`config.mk`:
```
export PLATFORM = sky130hd
export DESIGN_NAME = date_add_days_weekday
export DESIGN_NICKNAME = d
export VERILOG_FILES = /design/src/sv/dadw_pkg.sv /design/src/sv/date_add_days_weekday.sv /design/src/sv/dadw_useq.sv /design/src/sv/dadw_datapath.sv
export SDC_FILE = /design/constraint.sdc
export NUM_CORES = 1
export LEC_CHECK = 0
export ABC_AREA = 1
export BUFFER_PORTS_ARGS = -buffer_cell sky130_fd_sc_hd__buf_2
export CAP_MARGIN = 15
export CORE_ASPECT_RATIO = 1.25
export CORE_MARGIN = 2
export CORE_UTILIZATION = 40
export DETAILED_ROUTE_END_ITERATION = 6
export SYNTH_ARGS = -nofsm -noshare
export SYNTH_HDL_FRONTEND = slang
export SYNTH_HIERARCHICAL = 1
export SYNTH_SLANG_ARGS = --single-unit
```
`constraint.sdc`:
```
create_clock -name clk_i -period 6.1 [get_ports clk_i]
set_clock_uncertainty 0.05 [all_clocks]
set_input_delay 1.525 -clock clk_i [delete_from_list [all_inputs] [get_ports clk_i]]
set_output_delay 1.525 -clock clk_i [all_outputs]
set_load 0.01 [all_outputs]
```
`src/sv/dadw_pkg.sv`:
```
// Package for the date adder and weekday block.
// Holds payload structs, microcode types, status codes and calendar tables.
// No dependencies; every other file imports it.
package dadw_pkg;

  localparam int unsigned MAX_ADD_DAYS = 65535;
  localparam int unsigned YEAR_LIMIT   = 9999;
  localparam int unsigned WD_BIAS      = 7000;

  // x / 100 == (x * RECIP_100) >> RECIP_100_SH for x below 2**14.
  localparam logic [12:0] RECIP_100    = 13'd5243;
  localparam int unsigned RECIP_100_SH = 19;
  // x / 7 == (x * RECIP_7) >> RECIP_7_SH for x below 2**15.
  localparam logic [14:0] RECIP_7      = 15'd18725;
  localparam int unsigned RECIP_7_SH   = 17;

  typedef logic [3:0] upc_t;

  localparam upc_t UPC_IDLE   = 4'd0;
  localparam upc_t UPC_ROLL   = 4'd8;
  localparam upc_t UPC_FINISH = 4'd14;
  localparam upc_t UPC_OUT    = 4'd15;

  typedef enum logic [3:0] {
    OP_NONE,
    OP_LOAD,
    OP_LEAP_MUL,
    OP_LEAP,
    OP_CHECK,
    OP_WD_MUL100,
    OP_WD_SUM,
    OP_WD_MUL7,
    OP_WD_MOD,
    OP_ROLL,
    OP_FINISH,
    OP_OUT
  } uop_e;

  typedef enum logic [2:0] {
    C_NEVER,
    C_ALWAYS,
    C_NO_INPUT,
    C_BAD_DATE,
    C_ROLL_DONE,
    C_SAME_YEAR,
    C_OUT_BUSY
  } cond_e;

  typedef struct packed {
    uop_e  op;
    cond_e cond;
    upc_t  target;
  } uword_t;

  typedef struct packed {
    logic in_valid;
    logic out_busy;
    logic bad_date;
    logic roll_done;
    logic same_year;
  } dp_flags_t;

  typedef enum logic [2:0] {
    ST_OK        = 3'd0,
    ST_BAD_MONTH = 3'd1,
    ST_BAD_DAY   = 3'd2,
    ST_YEAR_ZERO = 3'd3,
    ST_OVERFLOW  = 3'd4
  } status_e;

  typedef struct packed {
    logic [4:0]  day_in;
    logic [3:0]  month_in;
    logic [13:0] year_in;
    logic [15:0] add_days;
  } date_in_t;

  typedef struct packed {
    logic [2:0]  status;
    logic [2:0]  weekday_out;
    logic [4:0]  day_out;
    logic [3:0]  month_out;
    logic [13:0] year_out;
  } date_out_t;

  function automatic logic [4:0] month_len(logic [3:0] m, logic leap);
    logic [4:0] len;
    unique case (m)
      4'd2:                      len = leap ? 5'd29 : 5'd28;
      4'd4, 4'd6, 4'd9, 4'd11:   len = 5'd30;
      default:                   len = 5'd31;
    endcase
    return len;
  endfunction

  // (31 * mm) / 12 for the March-based month index mm.
  function automatic logic [4:0] month_offset(logic [3:0] mm);
    logic [4:0] off;
    unique case (mm)
      4'd1:    off = 5'd2;
      4'd2:    off = 5'd5;
      4'd3:    off = 5'd7;
      4'd4:    off = 5'd10;
      4'd5:    off = 5'd12;
      4'd6:    off = 5'd15;
      4'd7:    off = 5'd18;
      4'd8:    off = 5'd20;
      4'd9:    off = 5'd23;
      4'd10:   off = 5'd25;
      4'd11:   off = 5'd28;
      4'd12:   off = 5'd31;
      default: off = 5'd0;
    endcase
    return off;
  endfunction

endpackage

```
`src/sv/date_add_days_weekday.sv`:
```
// Channel   Direction  Handshake                  Payload
// input     in         in_valid_i / in_ready_o    in_data_i  (dadw_pkg::date_in_t)
// output    out        out_valid_o / out_ready_i  out_data_o (dadw_pkg::date_out_t)
//
// One transaction at a time. An invalid date goes from the check step straight
// to the output step; a valid one also computes the weekday and then runs the
// microcode loop that rolls the date one month per pass, recomputing the leap
// flag at each new year. Reset clears the sequencer and the output valid flag;
// no clearing pass. A stalled output holds the sequencer on its last step, and
// input is taken again once the result moves.
module date_add_days_weekday (
  input  logic                clk_i,
  input  logic                rst_ni,
  input  logic                in_valid_i,
  output logic                in_ready_o,
  input  dadw_pkg::date_in_t  in_data_i,
  output logic                out_valid_o,
  input  logic                out_ready_i,
  output dadw_pkg::date_out_t out_data_o
);
  import dadw_pkg::*;

  uword_t    ctrl;
  dp_flags_t flags;

  dadw_useq u_useq (
    .clk_i   (clk_i),
    .rst_ni  (rst_ni),
    .flags_i (flags),
    .ctrl_o  (ctrl)
  );

  dadw_datapath u_datapath (
    .clk_i       (clk_i),
    .rst_ni      (rst_ni),
    .ctrl_i      (ctrl),
    .flags_o     (flags),
    .in_valid_i  (in_valid_i),
    .in_ready_o  (in_ready_o),
    .in_data_i   (in_data_i),
    .out_valid_o (out_valid_o),
    .out_ready_i (out_ready_i),
    .out_data_o  (out_data_o)
  );

endmodule

```
`src/sv/dadw_useq.sv`:
```
// Microcode sequencer: program counter, control ROM and conditional jumps.
// Depends on dadw_pkg for the control word and flag types.
module dadw_useq (
  input  logic                clk_i,
  input  logic                rst_ni,
  input  dadw_pkg::dp_flags_t flags_i,
  output dadw_pkg::uword_t    ctrl_o
);
  import dadw_pkg::*;

  upc_t   pc_q, pc_d;
  uword_t uw;
  logic   take;

  always_comb begin
    unique case (pc_q)
      4'd0:    uw = '{op: OP_LOAD,      cond: C_NO_INPUT,  target: UPC_IDLE};
      4'd1:    uw = '{op: OP_LEAP_MUL,  cond: C_NEVER,     target: UPC_IDLE};
      4'd2:    uw = '{op: OP_LEAP,      cond: C_NEVER,     target: UPC_IDLE};
      4'd3:    uw = '{op: OP_CHECK,     cond: C_BAD_DATE,  target: UPC_OUT};
      4'd4:    uw = '{op: OP_WD_MUL100, cond: C_NEVER,     target: UPC_IDLE};
      4'd5:    uw = '{op: OP_WD_SUM,    cond: C_NEVER,     target: UPC_IDLE};
      4'd6:    uw = '{op: OP_WD_MUL7,   cond: C_NEVER,     target: UPC_IDLE};
      4'd7:    uw = '{op: OP_WD_MOD,    cond: C_NEVER,     target: UPC_IDLE};
      4'd8:    uw = '{op: OP_ROLL,      cond: C_ROLL_DONE, target: UPC_FINISH};
      4'd9:    uw = '{op: OP_NONE,      cond: C_SAME_YEAR, target: UPC_ROLL};
      // A new year starts: recompute the leap flag, then resume the roll.
      4'd10:   uw = '{op: OP_LEAP_MUL,  cond: C_NEVER,     target: UPC_IDLE};
      4'd11:   uw = '{op: OP_LEAP,      cond: C_ALWAYS,    target: UPC_ROLL};
      4'd14:   uw = '{op: OP_FINISH,    cond: C_NEVER,     target: UPC_IDLE};
      // The last step loads the result and falls through to step zero once the output is not stalled.
      4'd15:   uw = '{op: OP_OUT,       cond: C_OUT_BUSY,  target: UPC_OUT};
      default: uw = '{op: OP_NONE,      cond: C_ALWAYS,    target: UPC_IDLE};
    endcase
  end

  always_comb begin
    unique case (uw.cond)
      C_NEVER:     take = 1'b0;
      C_ALWAYS:    take = 1'b1;
      C_NO_INPUT:  take = ~flags_i.in_valid;
      C_BAD_DATE:  take = flags_i.bad_date;
      C_ROLL_DONE: take = flags_i.roll_done;
      C_SAME_YEAR: take = flags_i.same_year;
      C_OUT_BUSY:  take = flags_i.out_busy;
      default:     take = 1'b1;
    endcase
    pc_d = take ? uw.target : pc_q + 4'd1;
  end

  always_ff @(posedge clk_i or negedge rst_ni) begin
    if (!rst_ni) begin
      pc_q <= UPC_IDLE;
    end else begin
      pc_q <= pc_d;
    end
  end

  assign ctrl_o = uw;

endmodule

```
`src/sv/dadw_datapath.sv`:
```
// Datapath: date registers, a product register shared by the constant multiplies,
// checks, roll-over logic and the output register. Driven by the sequencer's control word.
// Depends on dadw_pkg.
module dadw_datapath (
  input  logic                clk_i,
  input  logic                rst_ni,
  input  dadw_pkg::uword_t    ctrl_i,
  output dadw_pkg::dp_flags_t flags_o,
  input  logic                in_valid_i,
  output logic                in_ready_o,
  input  dadw_pkg::date_in_t  in_data_i,
  output logic                out_valid_o,
  input  logic                out_ready_i,
  output dadw_pkg::date_out_t out_data_o
);
  import dadw_pkg::*;

  logic [4:0]  day_q;
  logic [3:0]  month_q;
  logic [13:0] year_q;
  logic [15:0] left_q;
  logic        leap_q;
  logic        wrap_q;
  logic [29:0] prod_q;
  logic [14:0] sum_q;
  logic [2:0]  wd_q;
  status_e     status_q;
  logic        out_valid_q, out_valid_d;
  date_out_t   out_q;

  logic        in_fire;
  logic [15:0] add_sat;
  logic [7:0]  q100;
  logic [13:0] rem100;
  logic        leap_calc;
  status_e     check_status;
  logic        jan_feb;
  logic [13:0] yy;
  logic [3:0]  mm;
  logic [14:0] sum_calc;
  logic [12:0] q7;
  logic [14:0] wd_diff;
  logic [4:0]  mlen;
  logic [16:0] reach;
  logic        fits;
  logic [15:0] used;
  logic        year_over;
  logic        out_busy;
  logic        out_load;
  logic        date_ok;
  logic        wd_ok;

  assign in_ready_o = (ctrl_i.op == OP_LOAD);
  assign in_fire    = in_valid_i & in_ready_o;
  assign add_sat    = (32'(in_data_i.add_days) > MAX_ADD_DAYS) ? 16'(MAX_ADD_DAYS)
                                                               : in_data_i.add_days;

  // Leap rule from the quotient and remainder by 100; y / 400 is q100 / 4.
  assign q100      = prod_q[RECIP_100_SH +: 8];
  assign rem100    = year_q - 14'(16'(q100) * 16'd100);
  assign leap_calc = ((year_q[1:0] == 2'd0) && (rem100 != 14'd0)) ||
                     ((rem100 == 14'd0) && (q100[1:0] == 2'd0));

  assign mlen = month_len(month_q, leap_q);

  always_comb begin
    if ((month_q < 4'd1) || (month_q > 4'd12)) begin
      check_status = ST_BAD_MONTH;
    end else if ((day_q < 5'd1) || (day_q > mlen)) begin
      check_status = ST_BAD_DAY;
    end else if (year_q == 14'd0) begin
      check_status = ST_YEAR_ZERO;
    end else begin
      check_status = ST_OK;
    end
  end

  // Weekday with January and February counted as months of the prior year.
  assign jan_feb  = (month_q <= 4'd2);
  assign yy       = year_q - {13'd0, jan_feb};
  assign mm       = jan_feb ? (month_q + 4'd10) : (month_q - 4'd2);
  assign sum_calc = 15'(WD_BIAS) + 15'(day_q) + 15'(yy) + 15'(yy >> 2) - 15'(q100)
                  + 15'(q100 >> 2) + 15'(month_offset(mm));
  assign q7       = prod_q[RECIP_7_SH +: 13];
  assign wd_diff  = sum_q - 15'(16'(q7) * 16'd7);

  assign reach     = 17'(day_q) + 17'(left_q);
  assign fits      = reach <= 17'(mlen);
  assign used      = 16'(mlen) - 16'(day_q) + 16'd1;
  assign year_over = year_q > 14'(YEAR_LIMIT);

  assign out_busy = out_valid_q & ~out_ready_i;
  assign out_load = (ctrl_i.op == OP_OUT) & ~out_busy;

  assign flags_o = '{in_valid:  in_valid_i,
                     out_busy:  out_busy,
                     bad_date:  (check_status != ST_OK),
                     roll_done: year_over | fits,
                     same_year: ~wrap_q};

  always_ff @(posedge clk_i) begin
    unique case (ctrl_i.op)
      OP_LOAD: begin
        if (in_fire) begin
          day_q   <= in_data_i.day_in;
          month_q <= in_data_i.month_in;
          year_q  <= in_data_i.year_in;
          left_q  <= add_sat;
        end
      end
      OP_LEAP_MUL:  prod_q   <= 30'(27'(year_q) * 27'(RECIP_100));
      OP_LEAP:      leap_q   <= leap_calc;
      OP_CHECK:     status_q <= check_status;
      OP_WD_MUL100: prod_q   <= 30'(27'(yy) * 27'(RECIP_100));
      OP_WD_SUM:    sum_q    <= sum_calc;
      OP_WD_MUL7:   prod_q   <= 30'(sum_q) * 30'(RECIP_7);
      OP_WD_MOD:    wd_q     <= wd_diff[2:0];
      OP_ROLL: begin
        if (!year_over) begin
          if (fits) begin
            day_q <= 5'(reach);
          end else begin
            left_q <= left_q - used;
            day_q  <= 5'd1;
            if (month_q == 4'd12) begin
              month_q <= 4'd1;
              year_q  <= year_q + 14'd1;
              wrap_q  <= 1'b1;
            end else begin
              month_q <= month_q + 4'd1;
              wrap_q  <= 1'b0;
            end
          end
        end
      end
      OP_FINISH: begin
        if (year_over) begin
          status_q <= ST_OVERFLOW;
        end
      end
      default: ;
    endcase
  end

  assign date_ok = (status_q == ST_OK);
  assign wd_ok   = (status_q == ST_OK) || (status_q == ST_OVERFLOW);

  always_ff @(posedge clk_i) begin
    if (out_load) begin
      out_q.status      <= status_q;
      out_q.weekday_out <= wd_ok ? wd_q : 3'd0;
      out_q.day_out     <= date_ok ? day_q : 5'd0;
      out_q.month_out   <= date_ok ? month_q : 4'd0;
      out_q.year_out    <= date_ok ? year_q : 14'd0;
    end
  end

  assign out_valid_d = out_load | out_busy;

  always_ff @(posedge clk_i or negedge rst_ni) begin
    if (!rst_ni) begin
      out_valid_q <= 1'b0;
    end else begin
      out_valid_q <= out_valid_d;
    end
  end

  assign out_valid_o = out_valid_q;
  assign out_data_o  = out_q;

endmodule

```
==> summary.md <==
| Metric | Value |
|---|---|
| Result of the run | finished, final reports clean |
| TritonCTS buffer count | 9 |
| Number of buffers inserted by hold repair at cts | 0 |
| Via density | ~5 |
| Final net count | 3,423 |
| Crit path time final | 5.964 ns |
| Largest net degree at the start of global routing | 57 |
| Endpoint required time on the critical path | roughly 6 ns |
| Drt initial violations | 763 |
| Syn avg cell area | around 8.2 µm² |
| Origin of the worst min-delay path | u_datapath/status_q[0] |
| Worst-path cell with the longest stage delay | sky130_fd_sc_hd__fa_1 |
| Final setup violating endpoints | 0 |
| Post-detailed-route wirelength per cell | 17.47 µm |
| Unrepaired setup endpoints after global routing | true |
| WS Path Type | register to register |
| Final count of hold timing violations | 0 |
| Width of the die | 208.8 µm |
| Number of detailed-route iterations in the first pass | 5 |
| Part of the cycle the worst path needs | 0.9777 |
| Core Region | between 50,000 and 60,000 µm² |
| Antenna cell count | 0 |
| Endpoint kind of the worst setup timing path | register |
| GR Util All Layers | 0.2222 |
| CP max FO | 4 |
| Min setup slack post-route | 0.1361 ns |
| Die Outline Area | 54,270 µm² |
| Antenna-violating nets left | 0 |
| Critical path launch point | u_datapath/month_q[2] |
| Number of clock sinks | about 110 |
| CP arrival | 6.04 ns |
| Routed via count | 17,340 |
| Overall overflow remaining after global route | 0 |
| Launch point of the worst reg-to-reg path | u_datapath/month_q[2] |
| Mapped Nets | 3,248 |
| Share of final-layout standard cells stronger than drive strength 1 | 0.1265 |
| Gate count of the mapped netlist | around 2,600 |
| Die extent in y | approximately 260 µm |
| Type of origin of the critical path | register |
| Estimated wirelength of the detail-placed design | slightly above 50 mm |
| Critical Path Max Stage Delay | 0.54 ns |
| Root buffer cell | sky130_fd_sc_hd__clkbuf_16 |
| Port-buffer cells | 73 |
| GP Congestion | 0.9742 |
| Top-level I/O count | 74 |
| Effective utilization at floorplan | 0.4058 |
| Relative slew margins | 0.3217 |
| DRC violation count after routing | 0 |
| Maximum count of clock buffers along a single path | 2 |
| Number of antenna violations at the first check in global routing | 0 |
| Clock Latency Late Sink | 0.40 ns |
| H-Tree Depth | 3 |
| Worst min-delay path class | register to register |
| Place WS | -0.1725 ns |
| Max-slew violation count | 0 |
| Post-Route WL | 59.68 mm |
| Core Rows | 93 |
| Global-route wire length before repair | 94.14 mm |
| # Max-Cap Violations | 0 |
| Transition at the pin with the smallest max-transition slack | ~1.0 ns |
| CTS tree | yes |
| Total standard cell area after synthesis | 20,970 µm² |
| Clock Pin Slew Worst Setup and Hold Paths | 0.08 ns |
| Ys Warns | 6 |
| Vias in the first global route | 17,800 |
| Fmax | ~0.17 GHz |
| Area growth from synthesis to final layout | 13.49% |
==> final timing paths <==
| path | cells after the start | end | slack (ns) |
|---|---|---|---|
| min in group asynchronous | 1 | u_useq/pc_q[2] | 0.88 |
| max in group asynchronous | 1 | u_useq/pc_q[1] | 4.99 |
| hold / removal | 0 | u_datapath/out_data_o[26] | 0.40 |
| hold reg to reg | 0 | u_datapath/out_data_o[26] | 0.40 |
| setup / recovery | 30 | u_datapath/prod_q[25] | 0.14 |
| setup reg to reg | 30 | u_datapath/prod_q[25] | 0.14 |
==> critical path, delay by kind of cell, from the launching register on <==
family / cells / cell delay, ns
AOI/OAI and AO/OA: 1 / 0.18
xor gates and xnor gates: 1 / 0.17
adders and majority gates: 8 / 2.95
buffers and inverters: 10 / 1.02
DFF: 1 / 0.41
and+or+nand+nor: 10 / 0.94
==> stage by stage <==
step	hold slack, ns	util	cell area [µm²]	TNS [ns]	std cells
floorplan	0.3683	-	21030	0	2571
global placement	0.3766	0.4420	22840	-0.3512	3385
detailed placement	0.3896	0.4420	22840	-1.003	3385
CTS	0.4081	0.4498	23240	0	3404
global route	0.4306	0.4605	23790	-0.6896	3416
finish	0.4033	0.4605	23790	0	3416
==> layout make-up <==
cell class	instances	area (µm²)
Fill cell	5138	27870
Multi-Input combinational cell	1865	16100
Sequential cell	106	3158
Inverter	584	2205
Timing Repair Buffer	180	1195
Tap cell	665	832.0
Clock buffer	9	225.2
Clock inverter	7	73.82
==> state kept, by name, summed over array words and instances (netlist names), 4 cells and up <==
register	flops
u_datapath/day_q	5
u_datapath/sum_q	15
u_datapath/year_q	14
u_datapath/left_q	16
u_useq/pc_q	4
u_datapath/month_q	4
u_datapath/prod_q	10
u_datapath/out_data_o	29
==> per-layer routing <==
metal	wire (µm)	GRT usage	vias up
li1	-	-	8599
met1	24810	0.2642	8324
met2	30800	0.4130	315
met3	1442	0.01703	105
met4	2627	0.09087	0
met5	0	0	-
==> what timing repair did <==
| action | CTS | global route |
|---|---|---|
| setup endpoints to repair | 10 | 11 |
| gates resized for setup | 20 | 98 |
| buffers inserted | 3 | 11 |
| pin swaps | 4 | 43 |
==> placed cells by master (no fill, tap or decap), drive strengths merged, types with 3 or more instances in the layout <==
| cell | count |
|---|---|
| ha | 444 |
| nand3 | 147 |
| o21ai | 90 |
| clkbuf | 9 |
| buf | 180 |
| o21a | 5 |
| nand2 | 442 |
| nand3b | 7 |
| a21oi | 109 |
| a31oi | 8 |
| o211ai | 3 |
| a21o | 19 |
| dfrtp | 5 |
| nand4 | 42 |
| or2 | 8 |
| fa | 190 |
| inv | 587 |
| xor2 | 55 |
| xnor2 | 31 |
| o21bai | 18 |
| edfxtp | 101 |
| clkinv | 3 |
| a21boi | 14 |
| nor2 | 185 |
| nor4 | 6 |
| o31ai | 5 |
| nor3 | 26 |
Power is not shown: default switching activity piles up to over one toggle a cycle in this logic, so the estimate is an artifact.
